`src/hw/rtl/igsfa_pkg.sv`:
```
`timescale 1ns / 1ps

package igsfa_pkg;

    // Store geometry
    localparam int FRAME_BYTES = 512;
    localparam int CHUNK_BYTES = 64;
    localparam int WORD_BYTES  = 8;
    localparam int WORD_ROWS   = FRAME_BYTES / WORD_BYTES;
    localparam int ROW_W       = $clog2(WORD_ROWS);
    localparam int LANE_W      = $clog2(WORD_BYTES);
    localparam int CHUNK_SHIFT = $clog2(CHUNK_BYTES);

    // Field widths
    localparam int LEN_W    = 10;
    localparam int IDLE_W   = 11;
    localparam int CFG_W    = 10;
    localparam int CFG_AW   = 2;
    localparam int OUT_DW   = 128;

    // Reset values of the registers
    localparam logic [9:0] IDLE_TIMEOUT_RST = 10'd10;
    localparam logic [9:0] MAX_LENGTH_RST   = 10'd512;
    localparam logic [7:0] FRAME_TYPE_RST   = 8'h00;

    // Register indexes on the configuration port
    localparam logic [CFG_AW-1:0] REG_IDLE_TIMEOUT = 2'd0;
    localparam logic [CFG_AW-1:0] REG_MAX_LENGTH   = 2'd1;
    localparam logic [CFG_AW-1:0] REG_FRAME_TYPE   = 2'd2;

    // Item kinds carried in tuser
    localparam logic [1:0] KIND_BYTE  = 2'd0;
    localparam logic [1:0] KIND_TICK  = 2'd1;
    localparam logic [1:0] KIND_FLUSH = 2'd2;

    typedef enum logic [1:0] {
        ST_IDLE,
        ST_READ,
        ST_SEND
    } t_state;

    // Commands from the controller to the datapath
    typedef struct packed {
        logic accept;
        logic read;
        logic next_word;
        logic finish;
    } t_cmd;

    // Status from the datapath to the controller
    typedef struct packed {
        logic close;
        logic drop;
        logic last_word;
    } t_status;

endpackage

```
`src/hw/rtl/igsfa_datapath.sv`:
```
`timescale 1ns / 1ps

module igsfa_datapath import igsfa_pkg::*; (
    input  logic              i_clk,
    input  logic              i_rst_n,
    input  logic              i_cfg_we,
    input  logic [CFG_AW-1:0] i_cfg_addr,
    input  logic [CFG_W-1:0]  i_cfg_wdata,
    input  logic [1:0]        i_kind,
    input  logic [7:0]        i_byte,
    input  t_cmd              i_cmd,
    output t_status           o_status,
    output logic [OUT_DW-1:0] o_word,
    output logic              o_last_of_frame
);

    logic [9:0]        r_idle_timeout;
    logic [9:0]        r_max_length;
    logic [7:0]        r_frame_type;
    logic [LEN_W-1:0]  r_len;
    logic [IDLE_W-1:0] r_idle;
    logic              r_all_zero;
    logic [31:0]       r_counter;
    logic [ROW_W-1:0]  r_word;
    logic [63:0]       r_rd;
    logic [63:0]       r_mem [WORD_ROWS];

    logic [LEN_W-1:0]  n_len;
    logic [IDLE_W-1:0] n_idle;
    logic              n_all_zero;
    logic [LEN_W-1:0]  n_limit;
    logic [31:0]       n_counter;
    logic              store_en;
    logic              close_now;

    // Configuration registers.
    always_ff @(posedge i_clk) begin
        if (!i_rst_n) begin
            r_idle_timeout <= IDLE_TIMEOUT_RST;
            r_max_length   <= MAX_LENGTH_RST;
            r_frame_type   <= FRAME_TYPE_RST;
        end else if (i_cfg_we) begin
            case (i_cfg_addr)
                REG_IDLE_TIMEOUT: r_idle_timeout <= i_cfg_wdata;
                REG_MAX_LENGTH:   r_max_length   <= i_cfg_wdata;
                REG_FRAME_TYPE:   r_frame_type   <= i_cfg_wdata[7:0];
                default: begin
                end
            endcase
        end
    end

    // Effective length limit: zero acts as one, and the store depth caps it.
    always_comb begin
        if (r_max_length == '0) begin
            n_limit = LEN_W'(1);
        end else if (r_max_length > LEN_W'(FRAME_BYTES)) begin
            n_limit = LEN_W'(FRAME_BYTES);
        end else begin
            n_limit = r_max_length;
        end
    end

    // Frame state update for the item on the input and the close decision.
    always_comb begin
        n_len      = r_len;
        n_idle     = r_idle;
        n_all_zero = r_all_zero;
        store_en   = 1'b0;
        close_now  = 1'b0;
        case (i_kind)
            KIND_BYTE: begin
                if (r_len < LEN_W'(FRAME_BYTES)) begin
                    store_en = 1'b1;
                    n_len    = r_len + LEN_W'(1);
                end
                if (i_byte != 8'h00) begin
                    n_all_zero = 1'b0;
                end
                n_idle    = '0;
                close_now = (n_len >= n_limit);
            end
            KIND_TICK: begin
                if (r_len != '0) begin
                    if (r_idle != '1) begin
                        n_idle = r_idle + IDLE_W'(1);
                    end
                    close_now = (n_idle > {1'b0, r_idle_timeout});
                end
            end
            KIND_FLUSH: begin
                close_now = (r_len != '0);
            end
            default: begin
            end
        endcase
    end

    // Next frame number skips zero on wrap.
    always_comb begin
        n_counter = r_counter + 32'd1;
        if (n_counter == '0) begin
            n_counter = 32'd1;
        end
    end

    // Frame bookkeeping and word pointer.
    always_ff @(posedge i_clk) begin
        if (!i_rst_n) begin
            r_len      <= '0;
            r_idle     <= '0;
            r_all_zero <= 1'b1;
            r_counter  <= '0;
            r_word     <= '0;
        end else if (i_cmd.accept) begin
            if (o_status.close && o_status.drop) begin
                r_len      <= '0;
                r_idle     <= '0;
                r_all_zero <= 1'b1;
            end else begin
                r_len      <= n_len;
                r_idle     <= n_idle;
                r_all_zero <= n_all_zero;
                if (o_status.close) begin
                    r_counter <= n_counter;
                    r_word    <= '0;
                end
            end
        end else if (i_cmd.next_word) begin
            r_word <= r_word + ROW_W'(1);
        end else if (i_cmd.finish) begin
            r_len      <= '0;
            r_idle     <= '0;
            r_all_zero <= 1'b1;
        end
    end

    // Frame store: one byte lane written per received byte, one word read.
    always_ff @(posedge i_clk) begin
        if (i_cmd.accept && store_en) begin
            r_mem[r_len[LANE_W+ROW_W-1:LANE_W]][r_len[LANE_W-1:0]*8 +: 8] <= i_byte;
        end
        if (i_cmd.read) begin
            r_rd <= r_mem[r_word];
        end
    end

    // Word layout of the frame being emitted.
    logic [LEN_W-1:0] len_m1;
    logic [2:0]       last_part;
    logic             last_word;
    logic [3:0]       valid_bytes;
    logic [2:0]       part_no;
    logic [3:0]       part_total;
    logic [6:0]       part_length;
    logic             last_of_part;
    logic [63:0]      data_word;

    always_comb begin
        len_m1       = r_len - LEN_W'(1);
        last_part    = len_m1[CHUNK_SHIFT+2:CHUNK_SHIFT];
        last_word    = (r_word == len_m1[LANE_W+ROW_W-1:LANE_W]);
        valid_bytes  = last_word ? ({1'b0, len_m1[LANE_W-1:0]} + 4'd1) : 4'(WORD_BYTES);
        part_no      = r_word[ROW_W-1:CHUNK_SHIFT-LANE_W];
        part_total   = {1'b0, last_part} + 4'd1;
        part_length  = (part_no == last_part)
                     ? ({1'b0, len_m1[CHUNK_SHIFT-1:0]} + 7'd1) : 7'(CHUNK_BYTES);
        last_of_part = last_word || (r_word[CHUNK_SHIFT-LANE_W-1:0] == '1);
        for (int i = 0; i < WORD_BYTES; i++) begin
            data_word[i*8 +: 8] = (4'(i) < valid_bytes) ? r_rd[i*8 +: 8] : 8'h00;
        end
    end

    // Status fields in declaration order: close, drop, last word.
    assign o_status        = {close_now, n_all_zero, last_word};
    assign o_last_of_frame = last_word;
    assign o_word = {5'b0, last_of_part, part_length, part_total, part_no,
                     r_counter, r_frame_type, valid_bytes, data_word};

endmodule

```
`config.mk`:
```
export PLATFORM = sky130hd
export DESIGN_NAME = igsfa_datapath
export DESIGN_NICKNAME = d
export VERILOG_FILES = /design/src/hw/rtl/igsfa_pkg.sv /design/src/hw/rtl/igsfa_datapath.sv
export SDC_FILE = /design/constraint.sdc
export NUM_CORES = 2
export LEC_CHECK = 0
export BUFFER_PORTS_ARGS = -buffer_cell sky130_fd_sc_hd__buf_2
export CORE_MARGIN = 5
export CORE_UTILIZATION = 55
export DETAILED_ROUTE_END_ITERATION = 6
export PLACE_DENSITY = 0.74
export SLEW_MARGIN = 10
export SYNTH_ARGS = -nofsm -noshare
export SYNTH_HDL_FRONTEND = slang
export SYNTH_SLANG_ARGS = --single-unit
```
`constraint.sdc`:
```
create_clock -name i_clk -period 4.43 [get_ports i_clk]
set_input_delay 0.443 -clock i_clk [delete_from_list [all_inputs] [get_ports i_clk]]
set_output_delay 0.443 -clock i_clk [all_outputs]
set_load 0.01 [all_outputs]
```
---- Word-level counts from Yosys, hierarchy flattened ----
Memory sizes are Yosys's and may differ from the RTL's. A register that Yosys moved wholly into a read port is not among the register bits.
Cells that the tools add are included.
storage, ports and cells
  flip-flop bits (word level) ............. 88
  latch bits .............................. 0
  memory bits (writable) .................. 4096
  ROM bits ................................ 0
  input bits .............................. 29
  output and inout bits ................... 132
  word-level logic and storage cells ...... 111
  memories ................................ 1
memories
  name   depth  width  rd ports  clocked after Yosys merged registers in  wr ports  RTL line              text
  r_mem  64     64     1         1                                        1         igsfa_datapath.sv:26  logic [63:0] r_mem [WORD_ROWS];
operators by class
  add/sub/neg operators ................... 9
  multipliers ............................. 0
  divide/modulo/power cells ............... 0
  magnitude comparators ................... 12
  eq/ne operators ......................... 14
  shift operators ......................... 2
  muxes and demuxes ....................... 45
  bitwise logic cells ..................... 1
  reductions and logical operators ........ 19
operators by type and width
  kind                     count
  $mux 10                  9
  $mux 11                  8
  $mux 64                  1
  $mux 8                   8
  $shift 8x34->64 const A  1
  $shiftx 8x34->64         1
  $neg 6->34               1
  $add 32x1->32 const B    1
  $logic_not 32->1         1
  $mux 32                  1
  $mux 6                   4
  $pmux 11 s2              1
  $lt 3x4->1 const A       4
  $add 11x1->11 const B    1
  $gt 11x10->1             1
  $ne 11x11->1 const B     1
  $add 10x1->10 const B    1
  $ge 10x10->1             1
  $gt 10x10->1 const B     1
  $logic_not 10->1         1
  $lt 10x10->1 const B     1
  $mux 1                   10
  $reduce_bool 10->1       1
  $reduce_and 3->1         3
  27 further kinds         39

---- Depth between registers and ports, before layout ----
  depth after elaboration ................. 10
  depth in mapped cells ................... 17
  mapped depth without buffers ............ 14

---- Least setup slack after synthesis ----
No wires, ideal clock.
  kind .................................... reg-to-reg
  from .................................... register r_len[0]
  to ...................................... memory r_mem[0][56] (data pin)
  library setup time ...................... 0.499 ns
  arrival time ............................ 3.471 ns
  required time ........................... 3.931 ns
  setup slack ............................. 0.460 ns
  stages on the path, launching flop included .. 9
  buffers on the path ..................... 3
  clock period less this slack ............ 3.970 ns
  cells stage by stage .................... dfxtp_1 -> inv_2 -> ha_1 -> ha_1 -> clkbuf_1 -> buf_1 -> or3_1 -> clkbuf_1 -> nor2_1
between the ends
  word-level cells in the longest chain between the ends .. 2
ends and longest elaborated chain
  item                      RTL line               text
  start: declaration        igsfa_datapath.sv:20   logic [LEN_W-1:0] r_len;
  start signal: assignment  igsfa_datapath.sv:121  r_len <= n_len;
  $neg 6->34                igsfa_datapath.sv:141  r_mem[r_len[LANE_W+ROW_W-1:LANE_W]][r_len[LANE_W-1:0]*8 +: 8] <= i_byte;
  $shiftx 8x34->64          igsfa_datapath.sv:141
  end: declaration          igsfa_datapath.sv:26
No other way between the ends.

==> summary.txt <==
Yosys
  – Top cells by area, synth: edfxtp_1 75%, mux4_2 18%, nor2_1 1.4%
  – Area leader, netlist: edfxtp_1
  – Netlist cell types: 75
  – Synth Flop Type: edfxtp_1
  – Top cells by count, synth: 4,160 x edfxtp_1, 1,344 x mux4_2, 623 x nor2_1
  – Top-area cell type share of the netlist area: 75.3%
  – Syn avg cell area: about 22 sq um
  – Count leader, synth: edfxtp_1
  – Number of enable flip-flop cells after synthesis: ~4,200
  – Synthesized flop and latch total: around 4,200
  – Seq/Total Area, Yosys: 76.4%
  – FFs w/ async S/R, synth: 0%
  – Mapped Area: approximately 170,000 sq um
  – Mapped Cells: roughly 7,400
  – Yosys Warn Count: 0

Pwr
  – Leak: about 60 nW
  – Total Power: a little over 0.08 W
  – Maximum ir drop on the vdd rail: ~0.37 mV
  – PwrDens: ~430 nW/um^2

CTS
  – Htree depth: 5
  – CTS Sinks: roughly 4,200
  – Skew-Pair Late Insertion Delay: 990 ps
  – Num CTS Buffers: roughly 400
  – Root Driver: clkbuf_16
  – CTS tree: built
  – Reg clk slew, reported paths: 60 ps
  – Clk buf depth: 4

Setup path
  – Reg-to-Reg Start: r_idle[5]$_SDFFE_PN0P_
  – Critical Path Source: r_idle[5]$_SDFFE_PN0P_
  – Worst setup SP type: flip-flop
  – WP data arrival: 3950 ps
  – Crit path max fanout: 10
  – CP Class: flip-flop to output pin
  – Crit. End Element: output pin
  – Required time worst endpoint: 3990 ps

Floorplanning
  – Chip Width: ~560 microns
  – Core Area: ~300,000 sq um
  – DIE HEIGHT: roughly 560 microns
  – # rows: about 200
  – DIE AREA: between 300,000 and 400,000 sq um
  – I/O Pins: approximately 160
  – Initial Util: between 50 and 60%

Placement
  – # placed instances: around 11,000
  – Count of input and output buffers: roughly 160
  – Dpl hpwl: 267,000 microns
  – Placed Area: between 150,000 and 200,000 sq um
  – GP Congestion: approximately 0.88
  – DP Worst Slack: approximately 380 ps

Timing
  – Unrepaired setup endpoints after global routing: yes
  – Final Max Tran Viols: 0
  – Final Hold Viols: 0
  – Fmax: ~0.23 GHz
  – Setup ws final: approximately 34 ps
  – Final setup violation count: 0
  – Slew headroom: around 16%
  – Tmin final: roughly 4400 ps
  – Clk_skew: around 73 ps
  – Least-Margin Pin Slew: 1250 ps
  – Period utilisation layout: between 90 and 100%

GRT
  – Largest net degree at the start of global routing: 82
  – Antenna violations before repair: 40
  – First-pass GRT wire length: 622,000 microns
  – Vias in the first global route: 82,400
  – Grt total ovfl: 0
  – Total Routing Usage GR: between 20% and 30%

Layout
  – P&R area growth vs syn: 13.2%
  – Fin cells: about 12,000
  – Fin util: 62.5%
  – Layout cells sized above 1: a little under a third
  – Nets: 7,977
  – Design Area, Final: between 150,000 and 200,000 sq um

Detailed routing
  – Routed vias: a little over 80,000
  – Post-route ant nets: 0
  – Residual DRC: 0
  – Drt wl/cell: between 30 and 40 microns
  – Total iterations of the first detailed-routing run: 6
  – Routed wire length: 438,000 microns
  – Detailed Route Iter0 Violations: between 10,000 and 15,000
  – Vias/cell: 6.75

Run status
  – Status: complete, no violations

Min path
  – Hold Path Class: input pin to flip-flop
  – Hold_sp: i_rst_n

Job
  – # Max-Cap Violations: 0
worst max-delay path, stage by stage, from the launching register on:
cell and delay, ps:
dfxtp_1 380, and4_2 300, nand4_1 160, or2_4 320, nand4_1 140, nor2_1 80
xor2_1 160, ha_1 320, nand4_1 150, nor4_2 290, a211oi_1 130, o21ai_2 120
buf_4 180, nand2_1 90, buf_2 150
through the flow:
step           hold WS [ps]  setup TNS, ps
5_1_grt                66.5           -200
2_1_floorplan           464              0
3_5_place_dp            495              0
4_1_cts                1.76              0
6_report               79.1              0
3_3_place_gp            473              0
per-layer routing:
layer,track usage (%),wire length [microns],up-vias
li1,-,-,32100
met1,37.1,151000,43800
met2,43.1,211000,5949
met3,7.70,52300,984
met4,13.4,22700,26
met5,0,227,-
where the power goes:
group / switching, W / internal [W]
clock: 0.0152 / 0.0196
sequential: 0.0000859 / 0.0437
combinational: 0.00133 / 0.00113
total: 0.0166 / 0.0644
repair_timing:
item | CTS | global route
endpoints found under the setup margin | 66 | 59
cloned | 0 | 1
gates resized for setup | 17 | 14
pin swaps | 3 | 3
hold buffers | 24 | 0
buffers inserted | 4 | 2
endpoints found under the hold margin | 34 | 0
kinds of logic (layout without fill, tap and decap cells):
logic type,after synthesis,after routing,synth area share [%]
muxes,1366,1366,18.4
and+or+nand+nor,1064,1064,2.91
AOI/OAI and AO/OA,161,161,0.674
buffers and inverters,453,1333,1.14
other,1,65,0.00226
adders and majority gates,28,28,0.211
xor gates and xnor gates,49,49,0.259
DFF,4248,4248,76.4
area by class of cell:
type / instances / area (sq um)
Multi-Input combinational cell: 2673 / 37700
Antenna cell: 60 / 150
Sequential cell: 4248 / 127000
Fill cell: 19200 / 112000
Timing Repair Buffer: 556 / 4570
Clock buffer: 485 / 10600
Inverter: 29 / 111
Tap cell: 3958 / 4950
Clock inverter: 263 / 2830
placed cells by master (no fill, tap or decap), types with 57 or more instances in the layout:
| cell | count |
|---|---|
| mux4_2 | 1344 |
| dfxtp_1 | 73 |
| clkinv_1 | 91 |
| nor2_1 | 582 |
| buf_12 | 57 |
| nand2_1 | 135 |
| clkbuf_16 | 413 |
| diode_2 | 60 |
| edfxtp_1 | 4160 |
| buf_2 | 155 |
| buf_4 | 318 |
| clkbuf_1 | 72 |
| clkinv_2 | 75 |
| nor2b_1 | 65 |
final timing paths:
check / to / slack (ps) / depth (start not counted)
worst max-delay path: o_status[2] / 30 / 14
worst min register to register: r_frame_type[5]$_SDFFE_PN0P_ / 510 / 2
worst min-delay path: r_all_zero$_SDFFE_PN1P_ / 80 / 2
worst max register to register: r_word[0]$_SDFFE_PN0P_ / 420 / 16
state kept, by name, indices dropped and copies added, names as in the netlist:
register	flops
r_all_zero	1
r_counter	32
r_frame_type	8
r_idle	11
r_idle_timeout	10
r_len	10
r_max_length	10
r_mem	4096
r_rd	64
r_word	6
No activity file was read; power rests on OpenSTA's default activity.
