$ cat src/hw/rtl/igsfa_pkg.sv
`timescale 1ns / 1ps

package igsfa_pkg;

    // Store geometry
    localparam int FRAME_BYTES = 512;
    localparam int CHUNK_BYTES = 64;
    localparam int WORD_BYTES  = 8;
    localparam int WORD_ROWS   = FRAME_BYTES / WORD_BYTES;
    localparam int ROW_W       = $clog2(WORD_ROWS);
    localparam int LANE_W      = $clog2(WORD_BYTES);
    localparam int CHUNK_SHIFT = $clog2(CHUNK_BYTES);

    // Field widths
    localparam int LEN_W    = 10;
    localparam int IDLE_W   = 11;
    localparam int CFG_W    = 10;
    localparam int CFG_AW   = 2;
    localparam int OUT_DW   = 128;

    // Reset values of the registers
    localparam logic [9:0] IDLE_TIMEOUT_RST = 10'd10;
    localparam logic [9:0] MAX_LENGTH_RST   = 10'd512;
    localparam logic [7:0] FRAME_TYPE_RST   = 8'h00;

    // Register indexes on the configuration port
    localparam logic [CFG_AW-1:0] REG_IDLE_TIMEOUT = 2'd0;
    localparam logic [CFG_AW-1:0] REG_MAX_LENGTH   = 2'd1;
    localparam logic [CFG_AW-1:0] REG_FRAME_TYPE   = 2'd2;

    // Item kinds carried in tuser
    localparam logic [1:0] KIND_BYTE  = 2'd0;
    localparam logic [1:0] KIND_TICK  = 2'd1;
    localparam logic [1:0] KIND_FLUSH = 2'd2;

    typedef enum logic [1:0] {
        ST_IDLE,
        ST_READ,
        ST_SEND
    } t_state;

    // Commands from the controller to the datapath
    typedef struct packed {
        logic accept;
        logic read;
        logic next_word;
        logic finish;
    } t_cmd;

    // Status from the datapath to the controller
    typedef struct packed {
        logic close;
        logic drop;
        logic last_word;
    } t_status;

endpackage

$ cat src/hw/rtl/igsfa_ctrl.sv
`timescale 1ns / 1ps

module igsfa_ctrl import igsfa_pkg::*; (
    input  logic    i_clk,
    input  logic    i_rst_n,
    input  logic    i_in_valid,
    output logic    o_in_ready,
    output logic    o_out_valid,
    input  logic    i_out_ready,
    input  t_status i_status,
    output t_cmd    o_cmd
);

    t_state r_state;
    t_state n_state;

    // State register.
    always_ff @(posedge i_clk) begin
        if (!i_rst_n) begin
            r_state <= ST_IDLE;
        end else begin
            r_state <= n_state;
        end
    end

    // Next state and commands.
    always_comb begin
        n_state     = r_state;
        o_cmd       = '0;
        o_in_ready  = 1'b0;
        o_out_valid = 1'b0;
        case (r_state)
            ST_IDLE: begin
                o_in_ready = 1'b1;
                if (i_in_valid) begin
                    o_cmd.accept = 1'b1;
                    if (i_status.close && !i_status.drop) begin
                        n_state = ST_READ;
                    end
                end
            end
            ST_READ: begin
                o_cmd.read = 1'b1;
                n_state    = ST_SEND;
            end
            ST_SEND: begin
                o_out_valid = 1'b1;
                if (i_out_ready) begin
                    if (i_status.last_word) begin
                        o_cmd.finish = 1'b1;
                        n_state      = ST_IDLE;
                    end else begin
                        o_cmd.next_word = 1'b1;
                        n_state         = ST_READ;
                    end
                end
            end
            default: begin
                n_state = ST_IDLE;
            end
        endcase
    end

endmodule

$ cat config.mk
export PLATFORM = sky130hd
export DESIGN_NAME = igsfa_ctrl
export DESIGN_NICKNAME = d
export VERILOG_FILES = /design/src/hw/rtl/igsfa_pkg.sv /design/src/hw/rtl/igsfa_ctrl.sv
export SDC_FILE = /design/constraint.sdc
export NUM_CORES = 1
export LEC_CHECK = 0
export BUFFER_PORTS_ARGS = -buffer_cell sky130_fd_sc_hd__buf_4
export CORE_AREA = 2 2 39 41
export DETAILED_ROUTE_END_ITERATION = 10
export DIE_AREA = 0 0 41 43
export GPL_TIMING_DRIVEN = 0
export PLACE_DENSITY_LB_ADDON = 0.08
export SETUP_SLACK_MARGIN = 0.5
export SLEW_MARGIN = 20
export SYNTH_ARGS = -nofsm -noshare
export SYNTH_HDL_FRONTEND = slang
export SYNTH_SLANG_ARGS = --single-unit
$ cat constraint.sdc
create_clock -name i_clk -period 0.94 [get_ports i_clk]
set_clock_uncertainty 0.05 [all_clocks]
set_input_delay 0.141 -clock i_clk [delete_from_list [all_inputs] [get_ports i_clk]]
set_output_delay 0.141 -clock i_clk [all_outputs]
set_load 0.02 [all_outputs]
# Word level (Yosys, flattened, before mapping)
# Cells that the tools add are included.
# classes
mux	14
n_eq_ne	5
n_reduce_logical	4
# ops
op	count
2-bit 2-to-1 mux	5
1-bit 2-to-1 mux	8
2-bit != test, second input constant	3
2-bit case mux with 3 select lines	1
3-bit AND reduction	1
2-bit by 1-bit == test with 1-bit output, second input constant	1
2-bit == test, second input constant	1
2-bit zero test	1
1-bit logical AND	1
1-bit zero test	1
# word_totals
ff_bits	2
input_bits	7
elab_cells	24

# Longest topological paths before layout
# Gate-level depths: netlist of the first run.
# depth
ltp_word	5
mapped_depth	2
ltp_nobuf	2

# Worst setup path after synthesis of the first run
# OpenSTA, ideal clock, no wires.
# synth_timing
path_kind	flip-flop to output port
start	register r_state[1]
end	output o_cmd[1] in the netlist's numbering
t_arrival_ns	0.965
slack_ns	-0.216
n_path_buf	0
stages_incl_launch_ff	3
path_cell_list	dfxtp_1 -> nor2b_2 -> and3b_1
# synth_rtl
element	line_no	source
from (decl)	igsfa_ctrl.sv:14	t_state r_state;
from (signal assigned)	igsfa_ctrl.sv:22	r_state <= n_state;
to (decl)	igsfa_ctrl.sv:11	output t_cmd o_cmd

==> results of run 1 <==
-- what timing repair did --
action	CTS	global route
endpoints found under the setup margin	8	8
gates resized for setup	7	1
buffers inserted	2	0
pin swaps	2	1
hold endpoints to repair	0	0
-- critical path: stages (launching register included) --
cell	delay, ps
sky130_fd_sc_hd__dfxtp_4	360
sky130_fd_sc_hd__nor2b_4	150
sky130_fd_sc_hd__and3b_2	190
sky130_fd_sc_hd__buf_6	110
-- cells in the mapped netlist --
master                      count  share of area
sky130_fd_sc_hd__and3b_1        1          0.066
sky130_fd_sc_hd__and3_1         1          0.047
sky130_fd_sc_hd__buf_4          1          0.057
sky130_fd_sc_hd__nand3b_1       1          0.057
sky130_fd_sc_hd__and2_1         1          0.047
sky130_fd_sc_hd__o21a_1         1          0.057
sky130_fd_sc_hd__nor2_1         1          0.028
sky130_fd_sc_hd__nand2b_1       1          0.047
sky130_fd_sc_hd__nor2b_2        1          0.066
sky130_fd_sc_hd__a21oi_1        1          0.038
sky130_fd_sc_hd__dfxtp_1        2           0.30
sky130_fd_sc_hd__nor3b_1        1          0.057
sky130_fd_sc_hd__nor2b_1        1          0.047
sky130_fd_sc_hd__nand4bb_1      1          0.085
-- cells by family (layout without fill, tap and decap cells) --
logic type | Yosys count | after routing | synth area share
and+or+nand+nor | 10 | 10 | 0.5473
AOI/OAI and AO/OA | 2 | 2 | 0.09432
DFF | 2 | 2 | 0.3019
buffers and inverters | 1 | 18 | 0.05662
-- power by group --
group	switching (uW)	total (uW)	internal, uW
clock network	42.9	183	140
logic	27.1	71.9	44.8
registers	4.22	88.5	84.3
-- how the worst min path moves through the flow --
stage	startpoint	endpoint	slack, ps	cells after the start
detailed placement	i_rst_n	r_state[1]$_SDFFE_PN0P_	310	2
CTS	i_rst_n	r_state[1]$_SDFFE_PN0P_	80	2
finish	i_rst_n	r_state[1]$_SDFFE_PN0P_	90	2
global route	i_rst_n	r_state[1]$_SDFFE_PN0P_	80	2
floorplan	i_rst_n	r_state[1]$_SDFFE_PN0P_	210	1
global placement	i_rst_n	r_state[1]$_SDFFE_PN0P_	310	2
-- per-stage QoR --
step,total power [uW],cell area (um^2),instances
after global routing,372.1,324.1,48
final,343.5,324.1,48
after global placement,158.9,260.3,43
after CTS,353.8,320.3,48
after detailed placement,159.2,260.3,43
after floorplan,121.9,150.1,15
-- routing by layer --
metal  part of all wire  track usage  up-vias
met3               0.11      0.04712        0
met2               0.49      0.07500        8
met1               0.40      0.07643       73
met5                  0            0        -
li1                   -            -       88
met4                  0      0.02000        0
-- area by class of cell --
| type | count | area [um^2] |
|---|---|---|
| Clock buffer | 3 | 22.52 |
| Multi-Input combinational cell | 12 | 102.6 |
| Tap cell | 16 | 20.02 |
| Sequential cell | 2 | 47.55 |
| Timing Repair Buffer | 14 | 123.9 |
| Fill cell | 155 | 1060 |
| Buffer | 1 | 7.507 |
==> flow_summary.rst, run 1 <==
.. list-table::
   :header-rows: 1

   * - Metric
     - Value
   * - Horizontal extent of the die
     - 41 um
   * - Sort of element at the start of the critical path
     - flop
   * - CP Class
     - flop to primary output
   * - Area overhead of the layout relative to synthesis
     - 144.3%
   * - Static leakage
     - approximately 0.00015 uW
   * - Die ar.
     - between 0.0015 and 0.002 mm^2
   * - Data required time at the worst endpoint
     - 750 ps
   * - Launching element of the worst setup path
     - r_state[1]$_SDFFE_PN0P_
   * - Register bank with the most flops
     - r_state
   * - Antenna violations before repair
     - 0
   * - Gr usage total
     - 0.06006
   * - Drt first-iter violations
     - 1
   * - Net count after synthesis
     - 22
   * - Total CTS buffers
     - 3
   * - Remaining design rule violation count
     - 0
   * - Clock-pin slew on the worst setup and hold paths
     - 30 ps
   * - Yosys warning total
     - 0
   * - Min cycle time layout
     - approximately 1200 ps
   * - Kind of capture point of the worst setup path
     - primary output
   * - Vias/cell
     - 3.521
   * - Largest fanout on the critical path
     - 5
   * - Worst slack after detailed placement
     - -102.4 ps
   * - Tightest hold margin
     - 87.07 ps
   * - Max Buffers Root-to-Sink
     - 2
   * - DRT Wirelength
     - 404 um
   * - Number of ports placed on the die boundary
     - 13
   * - Starting utilization of the core area
     - 0.09584
   * - Measured slew at the worst slew-check pin
     - between 150 and 200 ps
   * - Synthesized netlist cell count
     - 15
   * - Leading cell type in the layout, fill and taps excluded
     - sky130_fd_sc_hd__buf_4
   * - Largest registers
     - r_state (2)
   * - Area inside the core boundary
     - 0.001384 mm^2
   * - Synth cell types
     - 14
   * - Maximum VDD drop
     - 465.1 uV
   * - CTS tree
     - built
   * - Register-to-register setup slack
     - 20 ps
   * - Clock insertion delay at the later pin of the skew report
     - about 220 ps
   * - Reg2reg path depth
     - 3
   * - Root buf cell
     - sky130_fd_sc_hd__clkbuf_4
   * - Placer congestion estimate
     - roughly 0.55
   * - Count of port buffers added during placement
     - 12
   * - Number of register bits inferred by synthesis
     - 2
   * - Violated checks
     - setup timing
   * - Final max-slew violation count
     - 0
   * - Final Util
     - 0.2342
   * - Synthesized area per cell
     - 8.842 um^2
   * - Antenna diode count
     - 0
   * - Count of clock tree sinks
     - 2
   * - Vias after detailed routing
     - 169
   * - Slack of the critical path
     - -285.4 ps
   * - Critical Path Sink
     - o_cmd[1]
   * - Average routed wire per standard cell
     - 8.417 um
   * - Netlist area before placement
     - 132.6 um^2
   * - Antenna Violating Nets Remaining
     - 0
   * - Die height
     - 43 um
   * - Global-route wire length before repair
     - 696 um
   * - Final hold viol count
     - 0
   * - Share of post-route cells with drive strength above 1
     - 0.8125
   * - Max_cap viols
     - 0
   * - Number of endpoints failing setup at the final stage
     - 6
   * - Net count of the finished layout
     - 41
   * - Origin of the critical flop-to-flop path
     - r_state[1]$_SDFFE_PN0P_
   * - Status
     - finished with violations
   * - Aggregate negative setup slack
     - -1302 ps
   * - Critical R2R Capture
     - r_state[1]$_SDFFE_PN0P_
   * - Post-route clock period utilization
     - 1.304
   * - HP Class
     - primary input to flop
   * - WP data arrival
     - ~1000 ps
   * - Share of synthesized area occupied by flip-flops and latches
     - 0.3019
   * - Number of hold-repair buffers added at the cts stage
     - 0
   * - Number of optimization iterations in the first detailed-route pass
     - 2
   * - Vias in the first global route
     - 165
   * - Commonest cells after routing, fill and taps aside
     - 10 x sky130_fd_sc_hd__buf_4, 5 x sky130_fd_sc_hd__buf_6, 3 x sky130_fd_sc_hd__clkbuf_4
   * - PD cells
     - 1060 mW/mm^2
   * - Relative slew slack
     - 0.8863
   * - CTS H-tree lvls
     - 1
   * - Maximum number of pins on one net before global-route repair
     - 6
   * - Max FFs per register
     - 2
   * - Unrepaired setup endpoints after global routing
     - true
   * - Remaining Overflow, GRT
     - 0
   * - Fmax
     - 816.1 MHz
   * - Number of placement rows
     - 14
Power figures use the tool's default switching activity.
==> run 2, diff against run 1 <==
--- a/config.mk
+++ b/config.mk
@@ -11,7 +11,6 @@
 export DIE_AREA = 0 0 41 43
 export GPL_TIMING_DRIVEN = 0
 export PLACE_DENSITY_LB_ADDON = 0.08
-export SETUP_SLACK_MARGIN = 0.5
 export SLEW_MARGIN = 20
 export SYNTH_ARGS = -nofsm -noshare
 export SYNTH_HDL_FRONTEND = slang
==> constraint.sdc (replaced) <==
create_clock -name i_clk -period 1.5 [get_ports i_clk]
set_clock_uncertainty 0.05 [all_clocks]
set_input_delay 0.225 -clock i_clk [delete_from_list [all_inputs] [get_ports i_clk]]
set_output_delay 0.225 -clock i_clk [all_outputs]
set_load 0.02 [all_outputs]
==> run 2 against run 1 <==
Against the previous run: the run now ends clean; sequential cell count did not move; clock power decreased by 36%; wire length is 7.2% lower; critical path depth is the same; sequential share of layout area is 0.42 points higher; worst setup slack gained 410 ps; non-clock buffer count decreased by 2; combinational power is 46% lower; critical path type unchanged; critical endpoint unchanged.
==> flow_summary.rst, run 2 (synthesis results as in run 1) <==
.. list-table::
   :header-rows: 1

   * - Metric
     - Value
   * - Status
     - finished clean
   * - Number of placement rows
     - 14 (unchanged)
   * - Measured slew at the worst slew-check pin
     - 163.0 ps (-7.230 ps)
   * - Number of ports placed on the die boundary
     - 13 (unchanged)
   * - Drt first-iter violations
     - 4 (+3)
   * - Non-filler cells in the finished layout
     - 46 (-4.2%)
   * - Antenna diode count
     - 0 (unchanged)
   * - Aggregate negative setup slack
     - 0 ps (+1302 ps)
   * - Commonest cells after routing, fill and taps aside
     - 13 x sky130_fd_sc_hd__buf_4, 3 x sky130_fd_sc_hd__clkbuf_4, 2 x sky130_fd_sc_hd__dfxtp_1
   * - Sort of element at the start of the critical path
     - flop
   * - CP Class
     - flop to primary output
   * - Count of clock tree sinks
     - 2 (unchanged)
   * - Largest registers
     - r_state (2)
   * - Clock insertion delay at the later pin of the skew report
     - 220 ps (about the same)
   * - Root buf cell
     - sky130_fd_sc_hd__clkbuf_4
   * - Remaining Overflow, GRT
     - 0 (unchanged)
   * - Unrepaired setup endpoints after global routing
     - false
   * - Count of port buffers added during placement
     - 12 (unchanged)
   * - Final hold viol count
     - 0 (unchanged)
   * - PD cells
     - 800.3 mW/mm^2 (-25%)
   * - Vias/cell
     - 3.391 (-3.7%)
   * - Die ar.
     - 0.001763 mm^2 (unchanged)
   * - Cts repair resizes
     - 0 (-7)
   * - Fmax
     - 728.2 MHz
   * - Relative slew slack
     - 0.8911 (+0.004831)
   * - Global-route wire length before repair
     - 572 um (-18%)
   * - Number of optimization iterations in the first detailed-route pass
     - 2 (unchanged)
   * - Max Buffers Root-to-Sink
     - 2 (unchanged)
   * - Number of endpoints failing setup at the final stage
     - 0 (-6)
   * - Maximum number of pins on one net before global-route repair
     - 7 (+1)
   * - Static leakage
     - 0.0001303 uW (-11%)
   * - Kind of capture point of the worst setup path
     - primary output
   * - Placed instance count
     - 43 (unchanged)
   * - Starting utilization of the core area
     - 0.09584 (unchanged)
   * - Area overhead of the layout relative to synthesis
     - 100.0%
   * - WP data arrival
     - 1100 ps (+70 ps)
   * - Maximum VDD drop
     - 191.1 uV (-59%)
   * - Data required time at the worst endpoint
     - 1220 ps (+470 ps)
   * - Number of hold-repair buffers added at the cts stage
     - 0 (unchanged)
   * - Post-route clock period utilization
     - 0.9155
   * - Remaining design rule violation count
     - 0 (unchanged)
   * - Vias in the first global route
     - 164 (-0.61%)
   * - Leading cell type in the layout, fill and taps excluded
     - sky130_fd_sc_hd__buf_4
   * - Total CTS buffers
     - 3 (unchanged)
   * - Horizontal extent of the die
     - 41 um (unchanged)
   * - DRT Wirelength
     - 375 um (-7.2%)
   * - CTS H-tree lvls
     - 1 (unchanged)
   * - CTS tree
     - built
   * - Number of buffers added for setup after CTS
     - 0 (-2)
   * - Post-DP HPWL
     - slightly above 300 um
   * - Final max-slew violation count
     - 0 (unchanged)
   * - Largest fanout on the critical path
     - 6 (+1)
   * - Antenna violations before repair
     - 0 (unchanged)
   * - Net count of the finished layout
     - 39 (-4.9%)
   * - Vias after detailed routing
     - 156 (-7.7%)
   * - HP Class
     - primary input to flop
   * - Min cycle time layout
     - 1373 ps
   * - Clock-pin slew on the worst setup and hold paths
     - 30 ps (about the same)
   * - Share of post-route cells with drive strength above 1
     - 0.5667 (-0.2458)
   * - Area inside the core boundary
     - 0.001384 mm^2 (unchanged)
   * - Placer congestion estimate
     - 0.5667 (+3.1%)
   * - Die height
     - 43 um (unchanged)
   * - Antenna Violating Nets Remaining
     - 0 (unchanged)
   * - Gr usage total
     - 0.05210 (-0.007956)
   * - Max FFs per register
     - 2 (unchanged)
   * - Register bank with the most flops
     - r_state
   * - Average routed wire per standard cell
     - 8.152 um (-3.1%)
   * - Max_cap viols
     - 0 (unchanged)
==> run 2: layout make-up <==
class	instances	area [um^2]
multi-input combinational	12	85.08
fill	161	1119
timing repair buffer	12	90.09
tap	16	20.02
sequential	2	40.04
buffer	1	7.507
clock buffer	3	22.52
==> run 2: worst max-delay path, cell delays in order, from the launching register on <==
cell and delay, ps:
sky130_fd_sc_hd__dfxtp_1 380, sky130_fd_sc_hd__nor2b_2 200, sky130_fd_sc_hd__and3b_1 160, sky130_fd_sc_hd__buf_4 130
==> run 2: routing by layer <==
layer / part of all wire / global-route usage
met3: 0.096 / 0.01571
met1: 0.37 / 0.04792
met4: 0 / 0.08000
met2: 0.54 / 0.06875
met5: 0 / 0
==> run 2: power breakdown <==
part | switching [uW] | internal [uW] | leakage (uW)
registers | 1.80 | 55.2 | 0.0000162
logic | 15.8 | 22.8 | 0.000100
clock network | 28.5 | 88.1 | 0.0000138
==> run 2: final timing paths <==
path	start	end	slack, ps	cells after the start
setup reg to reg	r_state[0]$_SDFFE_PN0P_	r_state[1]$_SDFFE_PN0P_	680	2
hold reg to reg	r_state[1]$_SDFFE_PN0P_	r_state[0]$_SDFFE_PN0P_	490	2
hold / removal	i_rst_n	r_state[1]$_SDFFE_PN0P_	170	2
setup / recovery	r_state[1]$_SDFFE_PN0P_	o_cmd[1]	130	3
==> run 2: stage by stage <==
step / utilization / worst slack (ps) / power (uW) / cell area [um^2] / hold slack (ps)
finish: 0.1917 / 126.8 / 212.3 / 265.3 / 168.1
global route: 0.1917 / 49.66 / 224.2 / 265.3 / 179.4
CTS: 0.1917 / 104.3 / 224.2 / 265.3 / 159.5
detailed placement: 0.1754 / 348.4 / 97.13 / 242.7 / 397.1
global placement: 0.1754 / 346.1 / 97.11 / 242.7 / 409.5
floorplan: - / 259.9 / 73.89 / 132.6 / 292.7
==> run 3, diff against run 2 <==
--- a/config.mk
+++ b/config.mk
@@ -9,7 +9,6 @@
 export CORE_AREA = 2 2 39 41
 export DETAILED_ROUTE_END_ITERATION = 10
 export DIE_AREA = 0 0 41 43
-export GPL_TIMING_DRIVEN = 0
 export PLACE_DENSITY_LB_ADDON = 0.08
 export SLEW_MARGIN = 20
 export SYNTH_ARGS = -nofsm -noshare
==> run 3 against run 2 <==
Against the previous run: register-to-register slack about the same; sequential share of layout area increased by 0.44 points; wire length decreased by 1.3%; combinational power decreased by 3%; via count increased by 2.6%; sequential power about the same; hold slack got worse by 0.60 ps; clock power increased by 5%; die area unchanged; highest routed layer is now met4.
==> flow_summary.rst, run 3 (synthesis results as in run 1) <==
.. list-table::
   :header-rows: 1

   * - Metric
     - Value
   * - Maximum VDD drop
     - 319.2 uV (+67%)
   * - DRT Wirelength
     - 370 um (-1.3%)
   * - Max Buffers Root-to-Sink
     - 2 (unchanged)
   * - Series of cell instances along the critical path
     - nor2b_2, and3_1, buf_4
   * - Share of total power consumed by net switching
     - 0.2377 (+0.02022)
   * - CTS H-tree lvls
     - 1 (unchanged)
   * - Die height
     - 43 um (unchanged)
   * - Relative slew slack
     - 0.8871 (-0.003963)
   * - Remaining design rule violation count
     - 0 (unchanged)
   * - Placer congestion estimate
     - 0.5847 (+3.2%)
   * - Measured slew at the worst slew-check pin
     - 169.1 ps (+6.066 ps)
   * - Starting utilization of the core area
     - 0.09584 (unchanged)
   * - CTS tree
     - built
   * - WP data arrival
     - 1110 ps (about the same)
   * - Count of port buffers added during placement
     - 12 (unchanged)
   * - Drt first-iter violations
     - 2 (-2)
   * - Vias in the first global route
     - 139 (-15%)
   * - Largest registers
     - r_state (2)
   * - Number of hold-repair buffers added at the cts stage
     - 0 (unchanged)
   * - Number of placement rows
     - 14 (unchanged)
   * - Vias/cell
     - 3.556 (+4.8%)
   * - Maximum number of pins on one net before global-route repair
     - 7 (unchanged)
   * - Cts repair resizes
     - 0 (unchanged)
   * - Number of endpoints failing setup at the final stage
     - 0 (unchanged)
   * - Number of optimization iterations in the first detailed-route pass
     - 2 (unchanged)
   * - Net count of the finished layout
     - 38 (-2.6%)
   * - Clock insertion delay at the later pin of the skew report
     - 230 ps (about the same)
   * - Internal power
     - 165.6 uW (-0.30%)
   * - Sort of element at the start of the critical path
     - flop
   * - HP Class
     - primary input to flop
   * - Count of clock tree sinks
     - 2 (unchanged)
   * - Unrepaired setup endpoints after global routing
     - false
   * - Final max-slew violation count
     - 0 (unchanged)
   * - Commonest cells after routing, fill and taps aside
     - 12 x sky130_fd_sc_hd__buf_4, 3 x sky130_fd_sc_hd__clkbuf_4, 2 x sky130_fd_sc_hd__dfxtp_1
   * - Sequential share of power
     - 0.263 (-0.006)
   * - Register bank with the most flops
     - r_state
   * - Total CTS buffers
     - 3 (unchanged)
   * - Sum of buffers and inverters on the critical path
     - 1 (unchanged)
   * - Share of post-route cells with drive strength above 1
     - 0.5517 (-0.01494)
   * - Psw
     - 51.63 uW (+12%)
   * - Leading cell type in the layout, fill and taps excluded
     - sky130_fd_sc_hd__buf_4
   * - Antenna violations before repair
     - 0 (unchanged)
   * - Aggregate negative setup slack
     - 0 ps (unchanged)
   * - Die ar.
     - 0.001763 mm^2 (unchanged)
   * - Fmax
     - 720.4 MHz (-1.1%)
   * - Largest fanout on the critical path
     - 6 (unchanged)
   * - Max_cap viols
     - 0 (unchanged)
   * - Data required time at the worst endpoint
     - 1220 ps (about the same)
   * - Antenna Violating Nets Remaining
     - 0 (unchanged)
   * - Vias after detailed routing
     - 160 (+2.6%)
   * - Area inside the core boundary
     - 0.001384 mm^2 (unchanged)
   * - Gr usage total
     - 0.05812 (+0.006012)
   * - Combinational group share of total power
     - 0.172 (-0.010)
   * - Number of buffers added for setup after CTS
     - 0 (unchanged)
   * - Cell family contributing the most delay on the critical path
     - flip-flops
   * - Static leakage
     - 0.0001249 uW (-4.1%)
   * - Post-route clock period utilization
     - 0.9254 (+0.009935)
   * - Horizontal extent of the die
     - 41 um (unchanged)
   * - PD cells
     - 842.9 mW/mm^2 (+5.3%)
   * - Max FFs per register
     - 2 (unchanged)
   * - Clock-pin slew on the worst setup and hold paths
     - 30 ps (about the same)
   * - Slowest stage delay, CP
     - 390 ps (about the same)
   * - Post-layout total power
     - 217.3 uW (+2.3%)
   * - Status
     - finished clean
   * - Final hold viol count
     - 0 (unchanged)
   * - Antenna diode count
     - 0 (unchanged)
   * - Remaining Overflow, GRT
     - 0 (unchanged)
   * - Number of ports placed on the die boundary
     - 13 (unchanged)
   * - Average routed wire per standard cell
     - 8.222 um (+0.86%)
   * - Part of the power in the clock network
     - 0.565 (+0.016)
   * - Area overhead of the layout relative to synthesis
     - 94.34%
   * - CP Class
     - flop to primary output
   * - Global-route wire length before repair
     - 565 um (-1.2%)
   * - Kind of capture point of the worst setup path
     - primary output
   * - Min cycle time layout
     - 1388 ps (+14.90 ps)
   * - Root buf cell
     - sky130_fd_sc_hd__clkbuf_4
   * - Worst path slowest cell
     - sky130_fd_sc_hd__dfxtp_1
run 3: changes by cell type in the layout (fill, tap and decap cells not counted):
cell	delta
sky130_fd_sc_hd__buf_4	-1
run 3: per-stage QoR:
step           hold slack (ps)  instances  setup slack [ps]  cell area (um^2)  utilization
4_1_cts                  160.4         45             100.5             257.7       0.1863
2_1_floorplan            292.7         15             259.9             132.6            -
3_5_place_dp             401.0         42             349.0             235.2       0.1700
6_report                 167.5         45             111.9             257.7       0.1863
5_1_grt                  177.2         45             53.66             257.7       0.1863
3_3_place_gp             410.8         42             345.1             235.2       0.1700
run 3: area by class of cell:
| cell class | count | area, um^2 |
|---|---|---|
| clock buffers | 3 | 22.52 |
| fillers | 165 | 1126 |
| multi-input cells | 12 | 85.08 |
| flip-flops and latches | 2 | 40.04 |
| well taps | 16 | 20.02 |
| repair buffers | 12 | 90.09 |
run 3: final timing paths:
| kind | start | endpoint | slack [ps] | cells after the start |
|---|---|---|---|---|
| max | r_state[1]$_SDFFE_PN0P_ | o_cmd[0] | 110 | 3 |
| min | i_rst_n | r_state[1]$_SDFFE_PN0P_ | 170 | 2 |
| min reg2reg | r_state[1]$_SDFFE_PN0P_ | r_state[0]$_SDFFE_PN0P_ | 490 | 2 |
| max reg2reg | r_state[0]$_SDFFE_PN0P_ | r_state[1]$_SDFFE_PN0P_ | 670 | 2 |
run 3: power groups by stage:
stage / combinational [uW] / clock (uW) / sequential [uW]
final: 37.5 / 123 / 57.1
after global routing: 40.5 / 136 / 57.4
after CTS: 38.2 / 131 / 57.1
after detailed placement: 38.2 / 0 / 57.8
after global placement: 37.9 / 0 / 58.1
after floorplan: 16.6 / 0 / 57.3
run 3: routing by layer:
layer / vias up / track usage / share of wire
met5: - / 0 / 0
met4: 0 / 0.06000 / 0.027
met3: 2 / 0.07853 / 0.16
met2: 10 / 0.06250 / 0.49
met1: 67 / 0.04473 / 0.32
li1: 81 / - / -
